===== src/hw/rtl/ssbf_pkg.sv =====
// ssbf_pkg: shared types, constants and functions of the seven-segment blink formatter
// no dependencies; used by every rtl module of the block

package ssbf_pkg;

	// display geometry and fixed codes
	localparam int          DIGIT_COUNT       = 4;
	localparam logic [15:0] HALF_PERIOD_RESET = 16'd500;
	localparam logic [7:0]  DOT_BIT           = 8'h80;
	localparam logic [6:0]  SEG_OFF           = 7'h00;

	// one decimal digit and a four digit word, index 0 is the leftmost digit
	typedef logic [3:0] bcd_t;
	typedef bcd_t [DIGIT_COUNT-1:0] bcd_word_t;

	// per-item control carried alongside the value through the pipeline
	typedef struct packed {
		logic [2:0] blink_position;
		logic [2:0] dot_position;
		logic       blank;
	} ssbf_ctl_t;

	// one digit taken off the top of a remainder
	typedef struct packed {
		bcd_t        digit;
		logic [16:0] rest;
	} split_t;

	// digit = how many multiples of unit fit (0..9), rest = what is left
	// nine independent compares against constant multiples, then one subtract
	function automatic split_t digit_split(input logic [16:0] r, input logic [16:0] unit);
		split_t res;
		res.digit = '0;
		res.rest  = r;
		for (int k = 1; k <= 9; k++) begin
			if ({15'd0, r} >= 32'(k) * {15'd0, unit}) begin
				res.digit = 4'(k);
				res.rest  = r - 17'(32'(k) * {15'd0, unit});
			end
		end
		return res;
	endfunction

	// seven-segment code, bit 0 = segment a ... bit 6 = segment g
	function automatic logic [6:0] seg_code(input bcd_t d);
		logic [6:0] code;
		case (d)
			4'd0:    code = 7'h3F;
			4'd1:    code = 7'h06;
			4'd2:    code = 7'h5B;
			4'd3:    code = 7'h4F;
			4'd4:    code = 7'h66;
			4'd5:    code = 7'h6D;
			4'd6:    code = 7'h7D;
			4'd7:    code = 7'h07;
			4'd8:    code = 7'h7F;
			4'd9:    code = 7'h6F;
			default: code = SEG_OFF;
		endcase
		return code;
	endfunction

endpackage


===== src/hw/rtl/ssbf_if.sv =====
// ssbf_if: valid/ready channel interfaces of the seven-segment blink formatter
// tick input, result output and configuration write; depends on nothing

// timer tick items
interface ssbf_tick_if;
	logic        valid;
	logic        ready;
	logic [15:0] value;
	logic [2:0]  blink_position;
	logic [2:0]  dot_position;

	modport source (output valid, value, blink_position, dot_position, input ready);
	modport sink   (input valid, value, blink_position, dot_position, output ready);
endinterface

// formatted display items
interface ssbf_result_if;
	logic       valid;
	logic       ready;
	logic [7:0] digit_one;
	logic [7:0] digit_two;
	logic [7:0] digit_three;
	logic [7:0] digit_four;
	logic       blank_phase;

	modport source (output valid, digit_one, digit_two, digit_three, digit_four, blank_phase,
		input ready);
	modport sink   (input valid, digit_one, digit_two, digit_three, digit_four, blank_phase,
		output ready);
endinterface

// half period register writes
interface ssbf_cfg_if;
	logic        valid;
	logic        ready;
	logic [15:0] half_period;

	modport source (output valid, half_period, input ready);
	modport sink   (input valid, half_period, output ready);
endinterface


===== src/hw/rtl/ssbf_phase.sv =====
// ssbf_phase: half period register, tick counter and blink phase
// depends on ssbf_pkg

module ssbf_phase (
	input  logic        clk,
	input  logic        arst_n,
	input  logic        cfg_valid,
	output logic        cfg_ready,
	input  logic [15:0] cfg_half_period,
	input  logic        tick_fire,
	output logic        blank
);

	logic [15:0] half_period_q;
	logic [15:0] count_q;
	logic        showing_full_q;
	logic [15:0] count_inc;

	// register writes are always taken
	assign cfg_ready = 1'b1;

	always_ff @(posedge clk or negedge arst_n) begin
		if (!arst_n) begin
			half_period_q <= ssbf_pkg::HALF_PERIOD_RESET;
		end else if (cfg_valid) begin
			half_period_q <= cfg_half_period;
		end
	end

	// the item sees the phase held before its own tick
	assign blank     = !showing_full_q;
	assign count_inc = count_q + 16'd1;

	// count ticks, toggle phase when the count reaches the half period
	always_ff @(posedge clk or negedge arst_n) begin
		if (!arst_n) begin
			count_q        <= '0;
			showing_full_q <= 1'b0;
		end else if (tick_fire) begin
			if (count_inc >= half_period_q) begin
				count_q        <= '0;
				showing_full_q <= !showing_full_q;
			end else begin
				count_q <= count_inc;
			end
		end
	end

endmodule


===== src/hw/rtl/ssbf_bcd.sv =====
// ssbf_bcd: pipelined value mod 10000 and decimal digit split, one digit place per stage
// depends on ssbf_pkg

module ssbf_bcd (
	input  logic                  clk,
	input  logic                  arst_n,
	input  logic                  up_valid,
	output logic                  up_ready,
	input  logic [15:0]           up_value,
	input  ssbf_pkg::ssbf_ctl_t   up_ctl,
	output logic                  dn_valid,
	input  logic                  dn_ready,
	output ssbf_pkg::bcd_word_t   dn_digits,
	output ssbf_pkg::ssbf_ctl_t   dn_ctl
);

	logic v_s1, v_s2, v_s3, v_s4, v_s5;
	logic go_s1, go_s2, go_s3, go_s4, go_s5;

	logic [15:0]         value_s1;
	logic [13:0]         num_s2;
	logic [9:0]          rem_s3;
	logic [6:0]          rem_s4;
	ssbf_pkg::bcd_t      d0_s3, d0_s4, d0_s5;
	ssbf_pkg::bcd_t      d1_s4, d1_s5;
	ssbf_pkg::bcd_t      d2_s5, d3_s5;
	ssbf_pkg::ssbf_ctl_t ctl_s1, ctl_s2, ctl_s3, ctl_s4, ctl_s5;

	ssbf_pkg::split_t sp_mod, sp_th, sp_hu, sp_te;

	// a stage loads when it is empty or its item moves on
	assign go_s5    = !v_s5 || dn_ready;
	assign go_s4    = !v_s4 || go_s5;
	assign go_s3    = !v_s3 || go_s4;
	assign go_s2    = !v_s2 || go_s3;
	assign go_s1    = !v_s1 || go_s2;
	assign up_ready = go_s1;

	// valid bits
	always_ff @(posedge clk or negedge arst_n) begin
		if (!arst_n) begin
			v_s1 <= 1'b0;
			v_s2 <= 1'b0;
			v_s3 <= 1'b0;
			v_s4 <= 1'b0;
			v_s5 <= 1'b0;
		end else begin
			if (go_s1) v_s1 <= up_valid;
			if (go_s2) v_s2 <= v_s1;
			if (go_s3) v_s3 <= v_s2;
			if (go_s4) v_s4 <= v_s3;
			if (go_s5) v_s5 <= v_s4;
		end
	end

	// digit splits, each against constant multiples of one place value
	always_comb begin
		sp_mod = ssbf_pkg::digit_split({1'b0, value_s1}, 17'd10000);
		sp_th  = ssbf_pkg::digit_split({3'd0, num_s2}, 17'd1000);
		sp_hu  = ssbf_pkg::digit_split({7'd0, rem_s3}, 17'd100);
		sp_te  = ssbf_pkg::digit_split({10'd0, rem_s4}, 17'd10);
	end

	// payload stages
	always_ff @(posedge clk) begin
		if (go_s1) begin
			value_s1 <= up_value;
			ctl_s1   <= up_ctl;
		end
		if (go_s2) begin
			num_s2 <= sp_mod.rest[13:0];
			ctl_s2 <= ctl_s1;
		end
		if (go_s3) begin
			d0_s3  <= sp_th.digit;
			rem_s3 <= sp_th.rest[9:0];
			ctl_s3 <= ctl_s2;
		end
		if (go_s4) begin
			d0_s4  <= d0_s3;
			d1_s4  <= sp_hu.digit;
			rem_s4 <= sp_hu.rest[6:0];
			ctl_s4 <= ctl_s3;
		end
		if (go_s5) begin
			d0_s5  <= d0_s4;
			d1_s5  <= d1_s4;
			d2_s5  <= sp_te.digit;
			d3_s5  <= sp_te.rest[3:0];
			ctl_s5 <= ctl_s4;
		end
	end

	assign dn_valid     = v_s5;
	assign dn_digits[0] = d0_s5;
	assign dn_digits[1] = d1_s5;
	assign dn_digits[2] = d2_s5;
	assign dn_digits[3] = d3_s5;
	assign dn_ctl       = ctl_s5;

endmodule


===== src/hw/rtl/ssbf_seg.sv =====
// ssbf_seg: segment encoding with blanking and dot, result output register
// depends on ssbf_pkg and ssbf_if

module ssbf_seg (
	input  logic                  clk,
	input  logic                  arst_n,
	input  logic                  up_valid,
	output logic                  up_ready,
	input  ssbf_pkg::bcd_word_t   up_digits,
	input  ssbf_pkg::ssbf_ctl_t   up_ctl,
	ssbf_result_if.source         result
);

	logic       valid_q;
	logic       go;
	logic [7:0] seg_d [ssbf_pkg::DIGIT_COUNT];
	logic [7:0] seg_q [ssbf_pkg::DIGIT_COUNT];
	logic       blank_q;

	assign go       = !valid_q || result.ready;
	assign up_ready = go;

	// encode each digit, blank the blink digit in the blank phase, then add the dot
	// dot positions reach only the three leftmost digits
	always_comb begin
		for (int i = 0; i < ssbf_pkg::DIGIT_COUNT; i++) begin
			seg_d[i] = {1'b0, ssbf_pkg::seg_code(up_digits[i])};
			if (up_ctl.blank && (up_ctl.blink_position == 3'(i))) begin
				seg_d[i][6:0] = ssbf_pkg::SEG_OFF;
			end
			if ((i < ssbf_pkg::DIGIT_COUNT - 1) && (up_ctl.dot_position == 3'(i + 1))) begin
				seg_d[i] = seg_d[i] | ssbf_pkg::DOT_BIT;
			end
		end
	end

	// result valid
	always_ff @(posedge clk or negedge arst_n) begin
		if (!arst_n) begin
			valid_q <= 1'b0;
		end else if (go) begin
			valid_q <= up_valid;
		end
	end

	// result payload
	always_ff @(posedge clk) begin
		if (go && up_valid) begin
			seg_q   <= seg_d;
			blank_q <= up_ctl.blank;
		end
	end

	assign result.valid       = valid_q;
	assign result.digit_one   = seg_q[0];
	assign result.digit_two   = seg_q[1];
	assign result.digit_three = seg_q[2];
	assign result.digit_four  = seg_q[3];
	assign result.blank_phase = blank_q;

endmodule


===== src/hw/rtl/seven_segment_blink_formatter.sv =====
// seven_segment_blink_formatter: top level of the four digit display formatter with blink
// depends on ssbf_pkg, ssbf_if, ssbf_phase, ssbf_bcd and ssbf_seg
//
//   channel  dir  payload                                          handshake
//   tick     in   value, blink_position, dot_position              valid/ready
//   result   out  digit_one..digit_four, blank_phase               valid/ready
//   cfg      in   half_period                                      valid/ready, ready tied high
//
// one item per cycle unless the result stalls; a taken tick passes through
// six registers: input, mod 10000, three digit split stages, segment register
// reset empties the pipeline, clears the tick count, starts in the blank phase
// and loads half_period with 500
// a stalled result holds; earlier stages keep filling bubbles and tick.ready
// drops only when every stage holds an item

module seven_segment_blink_formatter (
	input  logic          clk,
	input  logic          arst_n,
	ssbf_cfg_if.sink      cfg,
	ssbf_tick_if.sink     tick,
	ssbf_result_if.source result
);

	logic                tick_ready;
	logic                tick_fire;
	logic                blank;
	ssbf_pkg::ssbf_ctl_t tick_ctl;
	logic                bcd_valid;
	logic                seg_ready;
	ssbf_pkg::bcd_word_t bcd_digits;
	ssbf_pkg::ssbf_ctl_t bcd_ctl;

	assign tick.ready = tick_ready;
	assign tick_fire  = tick.valid && tick_ready;

	// blink phase and half period register
	ssbf_phase u_phase (
		.clk             (clk),
		.arst_n          (arst_n),
		.cfg_valid       (cfg.valid),
		.cfg_ready       (cfg.ready),
		.cfg_half_period (cfg.half_period),
		.tick_fire       (tick_fire),
		.blank           (blank)
	);

	// control travels with the item
	always_comb begin
		tick_ctl.blink_position = tick.blink_position;
		tick_ctl.dot_position   = tick.dot_position;
		tick_ctl.blank          = blank;
	end

	// decimal digit split
	ssbf_bcd u_bcd (
		.clk       (clk),
		.arst_n    (arst_n),
		.up_valid  (tick.valid),
		.up_ready  (tick_ready),
		.up_value  (tick.value),
		.up_ctl    (tick_ctl),
		.dn_valid  (bcd_valid),
		.dn_ready  (seg_ready),
		.dn_digits (bcd_digits),
		.dn_ctl    (bcd_ctl)
	);

	// segment encoding and result register
	ssbf_seg u_seg (
		.clk       (clk),
		.arst_n    (arst_n),
		.up_valid  (bcd_valid),
		.up_ready  (seg_ready),
		.up_digits (bcd_digits),
		.up_ctl    (bcd_ctl),
		.result    (result)
	);

endmodule

===== src/flat_wrapper.sv =====
// flat-port wrapper written by rule: the top's interface ports become plain ports
module seven_segment_blink_formatter_flat 
  (clk, arst_n, cfg_valid, cfg_half_period, cfg_ready, tick_valid, tick_value, tick_blink_position, tick_dot_position, tick_ready, result_valid, result_digit_one, result_digit_two, result_digit_three, result_digit_four, result_blank_phase, result_ready);
  ssbf_cfg_if cfg_i ();
  ssbf_tick_if tick_i ();
  ssbf_result_if result_i ();
  input  logic clk;
  input  logic arst_n;
  input wire logic [$bits(cfg_i.valid)-1:0] cfg_valid;
  input wire logic [$bits(cfg_i.half_period)-1:0] cfg_half_period;
  output wire logic [$bits(cfg_i.ready)-1:0] cfg_ready;
  input wire logic [$bits(tick_i.valid)-1:0] tick_valid;
  input wire logic [$bits(tick_i.value)-1:0] tick_value;
  input wire logic [$bits(tick_i.blink_position)-1:0] tick_blink_position;
  input wire logic [$bits(tick_i.dot_position)-1:0] tick_dot_position;
  output wire logic [$bits(tick_i.ready)-1:0] tick_ready;
  output wire logic [$bits(result_i.valid)-1:0] result_valid;
  output wire logic [$bits(result_i.digit_one)-1:0] result_digit_one;
  output wire logic [$bits(result_i.digit_two)-1:0] result_digit_two;
  output wire logic [$bits(result_i.digit_three)-1:0] result_digit_three;
  output wire logic [$bits(result_i.digit_four)-1:0] result_digit_four;
  output wire logic [$bits(result_i.blank_phase)-1:0] result_blank_phase;
  input wire logic [$bits(result_i.ready)-1:0] result_ready;
  assign cfg_i.valid = cfg_valid;
  assign cfg_i.half_period = cfg_half_period;
  assign cfg_ready = cfg_i.ready;
  assign tick_i.valid = tick_valid;
  assign tick_i.value = tick_value;
  assign tick_i.blink_position = tick_blink_position;
  assign tick_i.dot_position = tick_dot_position;
  assign tick_ready = tick_i.ready;
  assign result_valid = result_i.valid;
  assign result_digit_one = result_i.digit_one;
  assign result_digit_two = result_i.digit_two;
  assign result_digit_three = result_i.digit_three;
  assign result_digit_four = result_i.digit_four;
  assign result_blank_phase = result_i.blank_phase;
  assign result_i.ready = result_ready;
  seven_segment_blink_formatter u_core (.clk(clk), .arst_n(arst_n), .cfg(cfg_i), .tick(tick_i), .result(result_i));
endmodule

===== config.mk =====
export PLATFORM = sky130hd
export DESIGN_NAME = seven_segment_blink_formatter_flat
export DESIGN_NICKNAME = d
export VERILOG_FILES = /design/src/hw/rtl/ssbf_pkg.sv /design/src/hw/rtl/ssbf_if.sv /design/src/hw/rtl/ssbf_phase.sv /design/src/hw/rtl/ssbf_bcd.sv /design/src/hw/rtl/ssbf_seg.sv /design/src/hw/rtl/seven_segment_blink_formatter.sv /design/src/flat_wrapper.sv
export SDC_FILE = /design/constraint.sdc
export NUM_CORES = 1
export LEC_CHECK = 0
export ABC_AREA = 1
export ABC_CLOCK_PERIOD_IN_PS = 3630
export BUFFER_PORTS_ARGS = -buffer_cell sky130_fd_sc_hd__clkbuf_2
export CAP_MARGIN = 30
export CORE_MARGIN = 2
export CORE_UTILIZATION = 56
export DETAILED_ROUTE_END_ITERATION = 7
export GPL_ROUTABILITY_DRIVEN = 0
export GPL_TIMING_DRIVEN = 0
export HOLD_SLACK_MARGIN = 0.03
export PLACE_DENSITY = 0.75
export RECOVER_POWER = 50
export REMOVE_ABC_BUFFERS = 1
export SYNTH_ARGS = -nofsm -noshare
export SYNTH_HDL_FRONTEND = slang
export SYNTH_HIERARCHICAL = 1
export SYNTH_SLANG_ARGS = --single-unit

===== constraint.sdc =====
create_clock -name clk -period 3.63 [get_ports clk]
set_clock_uncertainty 0.1 [all_clocks]
set_input_delay 0.363 -clock clk [delete_from_list [all_inputs] [get_ports clk]]
set_output_delay 0.363 -clock clk [all_outputs]
set_load 0.05 [all_outputs]

; ---- After elaboration in Yosys (flattened, before gate mapping)
; Memories as Yosys holds them, arrays and structs flattened. A register that Yosys moved wholly into a read port is not among the register bits.
; Cells that the tools add are included.
; W data, S select, Z words.
[word_totals]
regBits = 174
inputBits = 43
memories = 4
rom_bits = 448
out_inout_bits = 36
[op_classes]
n_reduce_logical = 24
order_cmp = 34
muxes = 42
n_addsub = 34
n_eq_ne = 6
[mem_list]
columns = memory, words, width, read_ports, rd_clocked_by_memory_dff, wr, line
row1 = (no name shown), 16, 7, 1, 1, 0, ssbf_pkg.sv:47  ; case (d)
row2 = (no name shown), 16, 7, 1, 1, 0, ssbf_pkg.sv:47
row3 = (no name shown), 16, 7, 1, 0, 0, ssbf_pkg.sv:47
row4 = (no name shown), 16, 7, 1, 1, 0, ssbf_pkg.sv:47
[op_table]
columns = cell, count
row1 = $mux W21, 18
row2 = $mux W18, 6
row3 = $mux W14, 6
row4 = $sub A14 B13 Y15 const B, 4
row5 = $ge A14 B13 Y1 const B, 4
row6 = $ge A16 B16 Y1 const B, 3
row7 = $sub A14 B14 Y14 const B, 3
row8 = $ge A10 B10 Y1 const B, 4
row9 = $sub A10 B10 Y11 const B, 3
row10 = $sub A10 B9 Y11 const B, 3
row11 = $ge A16 B15 Y1 const B, 2
row12 = $ge A10 B9 Y1 const B, 3
row13 = $sub A14 B12 Y15 const B, 2
row14 = $ge A14 B12 Y1 const B, 2
row15 = $mux W7, 4
row16 = $mux W8, 3
row17 = $sub A7 B6 Y8 const B, 3
row18 = $ge A7 B6 Y1 const B, 3
row19 = $ge A7 B7 Y1 const B, 3
row20 = $add A16 B1 Y16 const B, 1
row21 = $ge A16 B14 Y1 const B, 1
row22 = $ge A16 B16 Y1, 1
row23 = $mux W16, 1
row24 = $sub A7 B5 Y8 const B, 2
row25 = other kinds (29), 55

; ---- Logic depth before layout (Yosys ltp)
; Gate-level depths: netlist of the first run.
[depth]
ltp_word = 10
depth_mapped = 20

; ---- Cells and area by module
; Netlist of the first run, hierarchy kept.
[modules_own_cells]
columns = module, instances, cells_each, area_per_inst_um2, seq_area_each_um2
row1 = ssbf_bcd, 1, 1105, 8474.4, 3428.3
row2 = ssbf_phase, 1, 282, 2123.3, 833.3
row3 = ssbf_seg, 1, 220, 1989.4, 985.9
row4 = seven_segment_blink_formatter, 1, 2, 7.5, 0.0

; ---- Worst setup path after synthesis of the first run
; No wires, ideal clock.
[synth_timing]
path_type = register -> register
start = register u_core.u_seg.valid_q, in the netlist u_core/u_seg/result.valid
end = register u_core.u_phase.count_q[14]
path_stages_with_launch = 17
path_slack_ns = -0.777
path_buffers = 2
setup_time_ns = 0.118
arrival_time_ns = 4.188
required_time_ns = 3.412
path_cell_list = dfrtp_1 > nand2_1 > nor2_1 > inv_1 > nor2_1 > inv_1 > nor2_1 > inv_1 > nor2_1 > nand2_1 > nand2_1 > inv_1 > buf_2 > inv_1 > clkbuf_1 > nand2_1 > nand2_1
[synth_via]
elab_chain_cells = 8
[synth_lines]
columns = element, line
row1 = from (decl), ssbf_seg.sv:14  ; logic valid_q;
row2 = from (signal assigned), ssbf_seg.sv:42  ; valid_q <= up_valid;
row3 = $logic_not A1 Y1, ssbf_seg.sv:20  ; assign go = !valid_q || result.ready;
row4 = $logic_or A1 B1 Y1, ssbf_seg.sv:20
row5 = net u_core.seg_ready, seven_segment_blink_formatter.sv:29  ; logic seg_ready;
row6 = $logic_or A1 B1 Y1, ssbf_bcd.sv:32  ; assign go_s5 = !v_s5 || dn_ready;
row7 = net u_core.u_bcd.go_s5, ssbf_bcd.sv:18  ; logic go_s1, go_s2, go_s3, go_s4, go_s5;
row8 = $logic_or A1 B1 Y1, ssbf_bcd.sv:33  ; assign go_s4 = !v_s4 || go_s5;
row9 = net u_core.u_bcd.go_s4, ssbf_bcd.sv:18
row10 = $logic_or A1 B1 Y1, ssbf_bcd.sv:34  ; assign go_s3 = !v_s3 || go_s4;
row11 = net u_core.u_bcd.go_s3, ssbf_bcd.sv:18
row12 = $logic_or A1 B1 Y1, ssbf_bcd.sv:35  ; assign go_s2 = !v_s2 || go_s3;
row13 = $logic_or A1 B1 Y1, ssbf_bcd.sv:36  ; assign go_s1 = !v_s1 || go_s2;
row14 = net tick_ready, flat_wrapper.sv:16  ; output wire logic [$bits(tick_i.ready)-1:0] tick_ready;
row15 = $logic_and A1 B1 Y1, seven_segment_blink_formatter.sv:34  ; assign tick_fire = tick.valid && tick_ready;
row16 = net u_core.tick_fire, seven_segment_blink_formatter.sv:25  ; logic tick_fire;
row17 = to (signal assigned), ssbf_phase.sv:44  ; count_q <= count_inc;
row18 = to (decl), ssbf_phase.sv:15  ; logic [15:0] count_q;
; The timed path passes the listed nets, and every way through them passes these cells.
; A chain may end at the register's enable or synchronous reset.

; ---- Worst setup path in the final report of the first run
[layout_timing]
start = register u_core.u_seg.valid_q, in the netlist u_core/u_seg/result.valid
end = output tick_ready
[layout_via]
elab_chain_cells = 7
[layout_lines]
columns = element, line
row1 = $logic_not A1 Y1, ssbf_seg.sv:20
row2 = $logic_or A1 B1 Y1, ssbf_seg.sv:20
row3 = net u_core.seg_ready, seven_segment_blink_formatter.sv:29
row4 = $logic_or A1 B1 Y1, ssbf_bcd.sv:32
row5 = net u_core.u_bcd.go_s5, ssbf_bcd.sv:18
row6 = $logic_or A1 B1 Y1, ssbf_bcd.sv:33
row7 = net u_core.u_bcd.go_s4, ssbf_bcd.sv:18
row8 = $logic_or A1 B1 Y1, ssbf_bcd.sv:34
row9 = net u_core.u_bcd.go_s3, ssbf_bcd.sv:18
row10 = $logic_or A1 B1 Y1, ssbf_bcd.sv:35
row11 = $logic_or A1 B1 Y1, ssbf_bcd.sv:36
row12 = to (decl), flat_wrapper.sv:16
; The timed path passes the listed nets, and every way through them passes these cells.

==> impl_metrics.py, run 1 <==
metrics = {
    "run_status": {
        "outcome": "finished, final reports clean",
    },
    "synth": {
        "ys_seq_area_share_pct": 41.7,
        "post_synth.cell_area_avg_um2": 7.83,
        "yosysWarnings": 6,
        "postSynthCellCount": 1609,
        "synth.distinct_cells": 44,
        "async_flop_share_pct": 21.5,
        "ys.flop_type": "edfxtp_1",
        "synth_seq_cells": 181,
        "synth_area_mm2": 0.0126,
        "synth_edf_count": 142,
    },
    "layout": {
        "nFillCells": 1899,
        "final_nets": 1848,
        "layout_common_cells": "nand2_1 (477), inv_1 (195), edfxtp_1 (142), nor2_1 (135), nand3_1 (103)",
        "drive_above_1_share_pct": 9.59,
        "area_growth_syn_to_layout_pct": 11.2,
        "diodes": 0,
        "instances_no_fill": 2001,
        "final_common_cell": "nand2_1",
    },
    "critical_path": {
        "worst_ep_required_time_ns": 3.17,
        "cpLargestDelayFamily": "simple AND/OR/NAND/NOR gates",
        "slowest_delay_ns": 0.44,
        "cp-start-kind": "register",
        "crit_type": "reg -> out",
        "cp.buffers_inverters": 4,
        "cp.arrival_ns": 2.97,
        "worstSetupEndpointType": "output pin",
        "crit_chain": "nand2_1, nor2_1, clkinvlp_4, nor2_2, clkinvlp_4, nor2_2, clkinvlp_4, nor2_2, nand2_4, buf_2",
        "crit_path_top_delay_cell": "dfrtp_1",
        "cp_max_fo": 13,
    },
    "routing": {
        "firstDrtPassIters": 6,
        "drtAntennaViolNets": 0,
        "drt-vias-per-instance": 5.42,
        "drcViolationCount": 0,
        "wl_per_cell_um": 14.1,
        "num_vias": 10900,
        "wl_um": 28200,
        "drtIter0Drc": 1332,
    },
    "placed_design": {
        "portBuffers": 76,
        "hpwl_um": 19700,
        "dpl.cell_count": 1931,
    },
    "grt": {
        "grt_usage_pct": 23.8,
        "grt_pass1_wl_um": 46600,
        "overflow": 0,
        "antenna_found_initial": 0,
        "grt_pass1_vias": 9851,
        "grt_max_degree": 33,
    },
    "sta": {
        "fmax_mhz": 291,
        "maxSlewHeadroom_pct": 3.32,
        "rsz0062_at_grt": "no",
        "fin_crit_sh_pct": 94.5,
        "whs_ns": 0.0422,
        "setup_viol": 0,
        "hold_violations": 0,
        "worstMarginPinSlew_ns": 1.45,
        "drv_slew": 0,
        "fin_crit_ns": 3.43,
    },
    "job": {
        "cap_violations": 0,
    },
    "clocking": {
        "clkSlewWorstSetupHoldPaths_ns": 0.07,
        "insertion_delay_ns": 0.43,
        "cts_buffers": 17,
        "cts_tree": "done",
        "cts_root_buffer": "clkbuf_16",
        "ctsHtreeMaxLevel": 4,
        "cts.sinks": 181,
        "clock_path_buffers": 2,
    },
    "power_and_ir_drop": {
        "finalPower_mw": 10.2,
        "ir_drop_mv": 0.374,
        "power-per-cell-area_mw_per_mm2": 726,
        "cellLeakagePower_nw": 6.69,
    },
    "die": {
        "die-area_mm2": 0.0237,
        "std_cell_rows": 54,
        "start_util_pct": 57.4,
        "die_w_um": 154,
        "dieHeight_um": 154,
        "num_io_pins": 79,
        "coreArea_mm2": 0.0220,
    },
    "min_path": {
        "min_path_type": "in -> reg",
    },
}
flip-flops by register name, indices dropped and copies added, names as in the netlist, 4 cells and up:
name and cells:
u_core/u_bcd/rem_s3 10, u_core/u_bcd/ctl_s1 7, u_core/u_bcd/ctl_s4 7, u_core/u_seg/result.digit_three 8
u_core/u_phase/count_q 16, u_core/u_bcd/d0_s3 4, u_core/u_bcd/d0_s5 4, u_core/u_bcd/ctl_s3 7
u_core/u_bcd/num_s2 14, u_core/u_bcd/dn_ctl 7, u_core/u_seg/result.digit_two 8, u_core/u_seg/result.digit_four 7
u_core/u_seg/result.digit_one 8, u_core/u_bcd/d2_s5 4, u_core/u_bcd/d0_s4 4, u_core/u_bcd/ctl_s2 7
u_core/u_bcd/rem_s4 7, u_core/u_bcd/value_s1 16, u_core/u_bcd/d3_s5 4, u_core/u_bcd/d1_s4 4
u_core/u_phase/half_period_q 16, u_core/u_bcd/d1_s5 4
cells in the mapped netlist (2+ instances only):
cell type | count | share of area, %
a21o_1 | 2 | 0.12
a21oi_1 | 94 | 3.7
a21oi_2 | 2 | 0.14
a31oi_1 | 12 | 0.60
buf_2 | 15 | 0.60
buf_4 | 9 | 0.54
buf_6 | 6 | 0.54
clkbuf_1 | 6 | 0.18
conb_1 | 2 | 0.060
dfrtp_1 | 33 | 6.6
dfstp_2 | 6 | 1.3
edfxtp_1 | 142 | 34
ha_1 | 97 | 9.6
inv_1 | 199 | 5.9
inv_2 | 17 | 0.51
inv_4 | 2 | 0.099
nand2_1 | 476 | 14
nand2_2 | 10 | 0.50
nand2_4 | 3 | 0.27
nand3_1 | 102 | 4.1
nand3_2 | 5 | 0.40
nand3b_1 | 3 | 0.18
nand4_1 | 36 | 1.8
nor2_1 | 137 | 4.1
nor2_2 | 6 | 0.30
nor2_4 | 6 | 0.54
nor3_1 | 12 | 0.48
nor3_2 | 5 | 0.40
nor3_4 | 2 | 0.26
o21ai_0 | 86 | 3.4
o21ai_1 | 11 | 0.44
o21ai_2 | 5 | 0.35
o21bai_1 | 2 | 0.12
or2_1 | 2 | 0.099
or2_2 | 7 | 0.35
xnor2_1 | 10 | 0.70
xor2_1 | 32 | 2.2
power breakdown:
part	internal (mW)	switching (mW)	total, mW
Sequential	3.03	0.559	3.59
Combinational	1.51	3.26	4.77
Clock	0.977	0.839	1.82
Total	5.51	4.66	10.2
area by class of cell:
cell class | instances | area [um^2] | area share (%)
Multi-Input combinational cell | 1175 | 6290 | 44.9
Timing Repair inverter | 3 | 15.0 | 0.107
Inverter | 218 | 838 | 5.99
Sequential cell | 181 | 5250 | 37.5
Tap cell | 280 | 350 | 2.50
Clock inverter | 15 | 161 | 1.15
Clock buffer | 17 | 425 | 3.04
Timing Repair Buffer | 112 | 672 | 4.80
final timing paths:
kind | slack (ns) | startpoint | endpoint | depth (start not counted)
worst max-delay path | 0.20 | u_core/u_seg/result.valid$_DFFE_PN0P_ | tick_ready | 10
worst min-delay path | 0.04 | cfg_half_period[4] | u_core/u_phase/half_period_q[4]$_DFFE_PN1P_ | 3
worst max register to register | 0.33 | u_core/u_seg/result.valid$_DFFE_PN0P_ | u_core/u_phase/count_q[9]$_DFFE_PN0P_ | 15
worst min register to register | 0.32 | u_core/u_bcd/d0_s3[3]$_SDFFCE_PP1P_ | u_core/u_bcd/d0_s4[3]$_DFFE_PP_ | 0
max in group asynchronous | 1.23 | arst_n | u_core/u_bcd/v_s1$_DFFE_PN0P_ | 3
min in group asynchronous | 0.41 | arst_n | u_core/u_phase/half_period_q[12]$_DFFE_PN0P_ | 2
layer usage:
layer  GRT usage, %  vias to the layer above  wire length, um
met5              0                        -                0
met4           4.67                        0              319
li1               -                     5435                -
met3           4.20                       38             1980
met2           41.1                      448            13500
met1           31.9                     4930            12400
cell families (layout without fill, tap and decap cells):
kind of cell / count (synthesis) / in the layout / synth area share (%)
and+or+nand+nor: 812 / 813 / 27.9
AOI/OAI and AO/OA: 220 / 220 / 9.38
DFF: 181 / 181 / 41.7
adders and majority gates: 97 / 97 / 9.64
muxes: 1 / 1 / 0.0894
xor gates and xnor gates: 42 / 42 / 2.92
buffers and inverters: 254 / 365 / 8.38
other: 2 / 2 / 0.0596
worst min-delay path: stages:
cell and delay [ns]:
clkbuf_2 0.08, nand2_1 0.05, o21ai_0 0.07
metrics by stage:
| step | setup WS [ns] | util [%] | cell area (um^2) | TNS (ns) |
|---|---|---|---|---|
| CTS | 0.149 | 64.1 | 14100 | 0 |
| global placement | -1.37 | 59.6 | 13100 | -39.77 |
| global route | 0.0384 | 63.8 | 14000 | 0 |
| floorplan | -0.859 | - | 12400 | -21.15 |
| finish | 0.199 | 63.8 | 14000 | 0 |
| detailed placement | -1.57 | 59.8 | 13100 | -49.60 |
timing repair:
action / in CTS / in global routing
gates resized for setup: 8 / 2
buffers inserted: 3 / 2
gates cloned: 3 / 1
pin swaps: 0 / 1
endpoints found under the setup margin: 63 / 17
hold endpoints to repair: 41 / 0
hold buffers: 29 / 0
Power figures use the tool's default switching activity.
==> inputs of run 2 (changes only) <==
ABC_CLOCK_PERIOD_IN_PS = 4250   (was 3630)
CORE_UTILIZATION = 65   (was 56)
PLACE_DENSITY = 0.83   (was 0.75)
SETUP_SLACK_MARGIN = 0.1   (was default)
clock period = 4.25 ns   (was 3.63 ns; I/O delays follow)
==> run 2 against run 1 <==
  * The flow now finishes with violations (max-capacitance violations, max-slew violations)
  * Critical path depth unchanged
  * Non-clock buffer count down 31
  * Cell count shrank 2.6%
  * Combinational power fell by 14%
  * Cell area decreased by 2.3%
  * Critical path type unchanged
  * Critical endpoint unchanged
  * Largest power group unchanged
==> impl_metrics.py, run 2 (same netlist as run 1, synthesis figures left out) <==
metrics = {
    "routing": {
        "wl_um": 28800,
        "drcViolationCount": 0,
        "wl_per_cell_um": 14.8,
        "firstDrtPassIters": 6,
        "drtAntennaViolNets": 0,
        "drtIter0Drc": 1449,
        "num_vias": 11000,
        "drt-vias-per-instance": 5.64,
    },
    "critical_path": {
        "worst_ep_required_time_ns": 3.72,
        "cp.arrival_ns": 3.12,
        "cp-start-kind": "register",
        "crit_type": "reg -> out",
        "cp_max_fo": 26,
        "worstSetupEndpointType": "output pin",
    },
    "sta": {
        "rsz0062_at_grt": "no",
        "setup_viol": 0,
        "maxSlewHeadroom_pct": -23.7,
        "drv_slew": 35,
        "fin_crit_sh_pct": 85.7,
        "fin_crit_ns": 3.64,
        "whs_ns": 0.0786,
        "hold_violations": 0,
        "final.setup.tns_ns": 0,
        "worstMarginPinSlew_ns": 1.86,
        "fmax_mhz": 275,
    },
    "power_and_ir_drop": {
        "cellLeakagePower_nw": 6.54,
        "power-per-cell-area_mw_per_mm2": 639,
        "ir_drop_mv": 0.400,
    },
    "clocking": {
        "clock_path_buffers": 2,
        "cts.sinks": 181,
        "cts_buffers": 17,
        "clkSlewWorstSetupHoldPaths_ns": 0.07,
        "insertion_delay_ns": 0.42,
        "ctsHtreeMaxLevel": 4,
        "cts_tree": "done",
        "cts_root_buffer": "clkbuf_16",
    },
    "layout": {
        "drive_above_1_share_pct": 9.30,
        "final_common_cell": "nand2_1",
        "instances_no_fill": 1949,
        "final_nets": 1816,
        "reg.largest.list": "u_core/u_bcd/value_s1 x16, u_core/u_phase/count_q x16, u_core/u_phase/half_period_q x16",
        "diodes": 0,
        "area_growth_syn_to_layout_pct": 8.61,
        "layout_common_cells": "nand2_1 (476), inv_1 (195), edfxtp_1 (142), nor2_1 (135), nand3_1 (102)",
    },
    "die": {
        "coreArea_mm2": 0.0188,
        "die-area_mm2": 0.0205,
        "num_io_pins": 79,
        "die_w_um": 143,
        "std_cell_rows": 50,
        "dieHeight_um": 143,
        "start_util_pct": 66.9,
    },
    "grt": {
        "grt_max_degree": 40,
        "grt_usage_pct": 28.8,
        "grt_pass1_vias": 10200,
        "overflow": 0,
        "grt_pass1_wl_um": 47200,
        "antenna_found_initial": 0,
    },
    "placed_design": {
        "portBuffers": 76,
        "hpwl_um": 20300,
        "dpl.cell_count": 1910,
    },
    "min_path": {
        "min_path_type": "in -> reg",
    },
    "run_status": {
        "violations": "max-capacitance violations, max-slew violations",
        "outcome": "finished with violations",
    },
    "job": {
        "cap_violations": 1,
    },
}
## run 2: changes by cell type in the layout (fill, tap and decap cells not counted), moves of 3 or more
cell | previous run | this run
clkbuf_1 | 37 | 43
inv_8 | 3 | 0
clkbuf_2 | 40 | 37
buf_4 | 5 | 2
dlygate4sd3_1 | 29 | 1
## run 2: path summary, 6_finish.rpt
check,end,cells after the start,slack [ns],startpoint
max in group asynchronous,u_core/u_phase/showing_full_q$_DFFE_PN0P_,3,1.73,arst_n
hold / removal,u_core/u_bcd/value_s1[6]$_DFFE_PP_,1,0.08,tick_value[6]
hold reg to reg,u_core/u_bcd/ctl_s3[2]$_DFFE_PP_,0,0.32,u_core/u_bcd/ctl_s2[2]$_DFFE_PP_
setup / recovery,tick_ready,10,0.61,u_core/u_seg/result.valid$_DFFE_PN0P_
setup reg to reg,u_core/u_phase/count_q[8]$_DFFE_PN0P_,14,0.74,u_core/u_seg/result.valid$_DFFE_PN0P_
min in group asynchronous,u_core/u_bcd/dn_valid$_DFFE_PN0P_,2,0.29,arst_n
## run 2: worst max-delay path, stage by stage, from the launching register on
cell and delay, ns:
dfrtp_1 0.41, nand2_1 0.10, nor2_1 0.29, clkinvlp_4 0.17, nor2_2 0.21, clkinvlp_4 0.33
nor2_2 0.29, clkinvlp_4 0.15, nor2_2 0.19, nand2_4 0.24, clkbuf_2 0.32
## run 2: layout make-up
cell class | count | area, um^2
Clock buffer | 19 | 433
Clock inverter | 13 | 149
Fill cell | 1419 | 5150
Inverter | 218 | 838
Multi-Input combinational cell | 1174 | 6310
Sequential cell | 181 | 5250
Tap cell | 260 | 325
Timing Repair Buffer | 81 | 364
Timing Repair inverter | 3 | 15.0
## run 2: per-layer routing
metal	vias to the layer above	part of all wire, %	routed length (um)	track usage, %
met4	0	2.0	575	9.22
met1	4965	40	11500	37.1
li1	5378	-	-	-
met2	567	49	14200	49.1
met5	-	0	0	0
met3	75	8.6	2490	5.43
## run 2: timing repair
action / in CTS / in global routing
resized for setup: 7 / 2
hold endpoints to repair: 0 / 33
buffers inserted: 1 / 1
setup endpoints to repair: 63 / 17
cloned: 3 / 0
hold buffers: 0 / 1
## run 2: power breakdown
group | total (mW) | switching (mW) | internal, mW | leakage, nW
Clock | 1.54 | 0.667 | 0.875 | 0.275
Combinational | 4.12 | 2.85 | 1.27 | 4.36
Sequential | 3.07 | 0.484 | 2.59 | 1.91
## run 2: through the flow
step | power [mW] | instance area, um^2 | setup WS [ns] | util [%]
floorplan | 6.12 | 12400 | -0.239 | -
global placement | 6.96 | 13100 | -0.799 | 69.4
detailed placement | 7.12 | 13100 | -1.07 | 69.5
CTS | 8.70 | 13700 | 0.169 | 72.8
global route | 9.41 | 13700 | 0.313 | 72.6
finish | 8.73 | 13700 | 0.607 | 72.6
==> inputs of run 3 (changes only) <==
CORE_MARGIN = default   (was 2)
TNS_END_PERCENT = 50   (was default)
==> run 3 against run 2 <==
  * The flow still finishes with violations (max-capacitance violations, max-slew violations)
  * Sequential power about the same
  * Fmax shrank 6.1%
  * Die area fell by 2.8%
  * Hold slack got worse by 0.011 ns
  * Sequential cell count unchanged
  * Largest cell class unchanged
  * Highest routed layer unchanged
==> impl_metrics.py, run 3 (same netlist as run 1, synthesis figures left out) <==
metrics = {
    "layout": {
        "final_nets": 1816,
        "layout_common_cells": "nand2_1 (476), inv_1 (195), edfxtp_1 (142), nor2_1 (136), nand3_1 (102)",
        "reg.largest.list": "u_core/u_bcd/value_s1 x16, u_core/u_phase/count_q x16, u_core/u_phase/half_period_q x16",
        "final_common_cell": "nand2_1",
        "diodes": 0,
        "post-route-util_pct": 72.9,
        "area_growth_syn_to_layout_pct": 8.99,
        "drive_above_1_share_pct": 9.24,
    },
    "grt": {
        "grt_usage_pct": 29.1,
        "grt_pass1_wl_um": 46600,
        "antenna_found_initial": 0,
        "grt_max_degree": 40,
        "overflow": 0,
        "grt_pass1_vias": 10000,
    },
    "power_and_ir_drop": {
        "cellLeakagePower_nw": 6.57,
        "finalPower_mw": 8.86,
        "power-per-cell-area_mw_per_mm2": 645,
        "ir_drop_mv": 0.277,
    },
    "critical_path": {
        "worstSetupEndpointType": "output pin",
        "cp.arrival_ns": 3.35,
        "crit_chain": "nand2_1, nor2_1, clkinvlp_4, nor2_2, clkinvlp_4, nor2_2, clkinvlp_4, nor2_1, nand2_4, clkbuf_2",
        "cp.buffers_inverters": 4,
        "crit_type": "reg -> out",
        "slowest_delay_ns": 0.41,
        "cp_max_fo": 26,
        "cp-start-kind": "register",
        "crit_path_top_delay_cell": "dfrtp_1",
        "cp_common_cell": "clkinvlp_4",
        "worst_ep_required_time_ns": 3.72,
        "cpLargestDelayFamily": "simple AND/OR/NAND/NOR gates",
    },
    "routing": {
        "drtIter0Drc": 1410,
        "num_vias": 11100,
        "wl_per_cell_um": 14.6,
        "drt-vias-per-instance": 5.68,
        "wl_um": 28500,
        "firstDrtPassIters": 7,
        "drtAntennaViolNets": 0,
        "drcViolationCount": 0,
    },
    "sta": {
        "worstMarginPinSlew_ns": 1.79,
        "hold_violations": 0,
        "setup_viol": 0,
        "drv_slew": 34,
        "fin_crit_ns": 3.88,
        "fin_crit_sh_pct": 91.3,
        "whs_ns": 0.0677,
        "fmax_mhz": 258,
        "final.setup.tns_ns": 0,
        "maxSlewHeadroom_pct": -19.1,
        "rsz0062_at_grt": "no",
    },
    "clocking": {
        "clock_path_buffers": 2,
        "insertion_delay_ns": 0.44,
        "cts.sinks": 181,
        "cts_buffers": 17,
        "clkSlewWorstSetupHoldPaths_ns": 0.08,
        "cts_root_buffer": "clkbuf_16",
        "ctsHtreeMaxLevel": 4,
        "cts_tree": "done",
    },
    "placed_design": {
        "portBuffers": 76,
        "hpwl_um": 19900,
    },
    "die": {
        "die_w_um": 141,
        "dieHeight_um": 141,
        "std_cell_rows": 50,
        "start_util_pct": 66.9,
        "die-area_mm2": 0.0199,
        "num_io_pins": 79,
        "coreArea_mm2": 0.0188,
    },
    "run_status": {
        "outcome": "finished with violations",
        "violations": "max-capacitance violations, max-slew violations",
    },
    "min_path": {
        "min_path_type": "in -> reg",
    },
    "job": {
        "cap_violations": 1,
    },
}
[run 3: layout make-up]
class | instances | area, um^2
Multi-Input combinational cell | 1174 | 6300
Clock buffer | 19 | 433
Fill cell | 1389 | 5100
Tap cell | 260 | 325
Inverter | 218 | 838
Sequential cell | 181 | 5250
Timing Repair Buffer | 81 | 364
Timing Repair inverter | 3 | 15.0
Clock inverter | 13 | 199
[run 3: path summary, 6_finish.rpt]
| path | cells past startpoint | slack, ns | start | end |
|---|---|---|---|---|
| setup reg to reg | 14 | 0.53 | u_core/u_seg/result.valid$_DFFE_PN0P_ | u_core/u_phase/count_q[0]$_DFFE_PN0P_ |
| hold reg to reg | 0 | 0.32 | u_core/u_bcd/ctl_s2[2]$_DFFE_PP_ | u_core/u_bcd/ctl_s3[2]$_DFFE_PP_ |
| max in group asynchronous | 3 | 1.75 | arst_n | u_core/u_bcd/v_s1$_DFFE_PN0P_ |
| min in group asynchronous | 2 | 0.31 | arst_n | u_core/u_seg/result.valid$_DFFE_PN0P_ |
| hold / removal | 1 | 0.07 | tick_value[4] | u_core/u_bcd/value_s1[4]$_DFFE_PP_ |
| setup / recovery | 10 | 0.37 | u_core/u_seg/result.valid$_DFFE_PN0P_ | tick_ready |
[run 3: worst register-to-register path, delay by kind of cell, from the launching register on]
| family | cells | cell delay [ns] |
|---|---|---|
| AND/OR/NAND/NOR | 9 | 1.82 |
| buffers and inverters | 5 | 1.31 |
| flip-flops | 1 | 0.41 |
[run 3: metal layers]
metal / part of all wire, % / vias to the layer above / routed length (um) / GRT usage (%)
li1: - / 5377 / - / -
met1: 41 / 4995 / 11600 / 37.2
met2: 48 / 613 / 13800 / 49.5
met3: 8.8 / 86 / 2520 / 5.50
met4: 2.2 / 0 / 636 / 10.3
met5: 0 / - / 0 / 0
[run 3: stage by stage]
stage / instance area [um^2] / setup WS, ns / std cells
3_3_place_gp: 13100 / -0.747 / 1909
6_report: 13700 / 0.371 / 1949
3_5_place_dp: 13100 / -1.03 / 1910
2_1_floorplan: 12400 / -0.239 / 1573
5_1_grt: 13700 / 0.219 / 1949
4_1_cts: 13800 / 0.164 / 1946
[run 3: power by group]
part           internal [mW]  switching (mW)
registers               2.59           0.478
logic                   1.27            2.85
clock network          0.996           0.678
[run 3: repair_timing]
action	in CTS	in global routing
endpoints found under the hold margin	0	33
hold buffers	0	1
gates resized for setup	7	1
buffers inserted	1	1
endpoints found under the setup margin	42	17
cloned	3	0
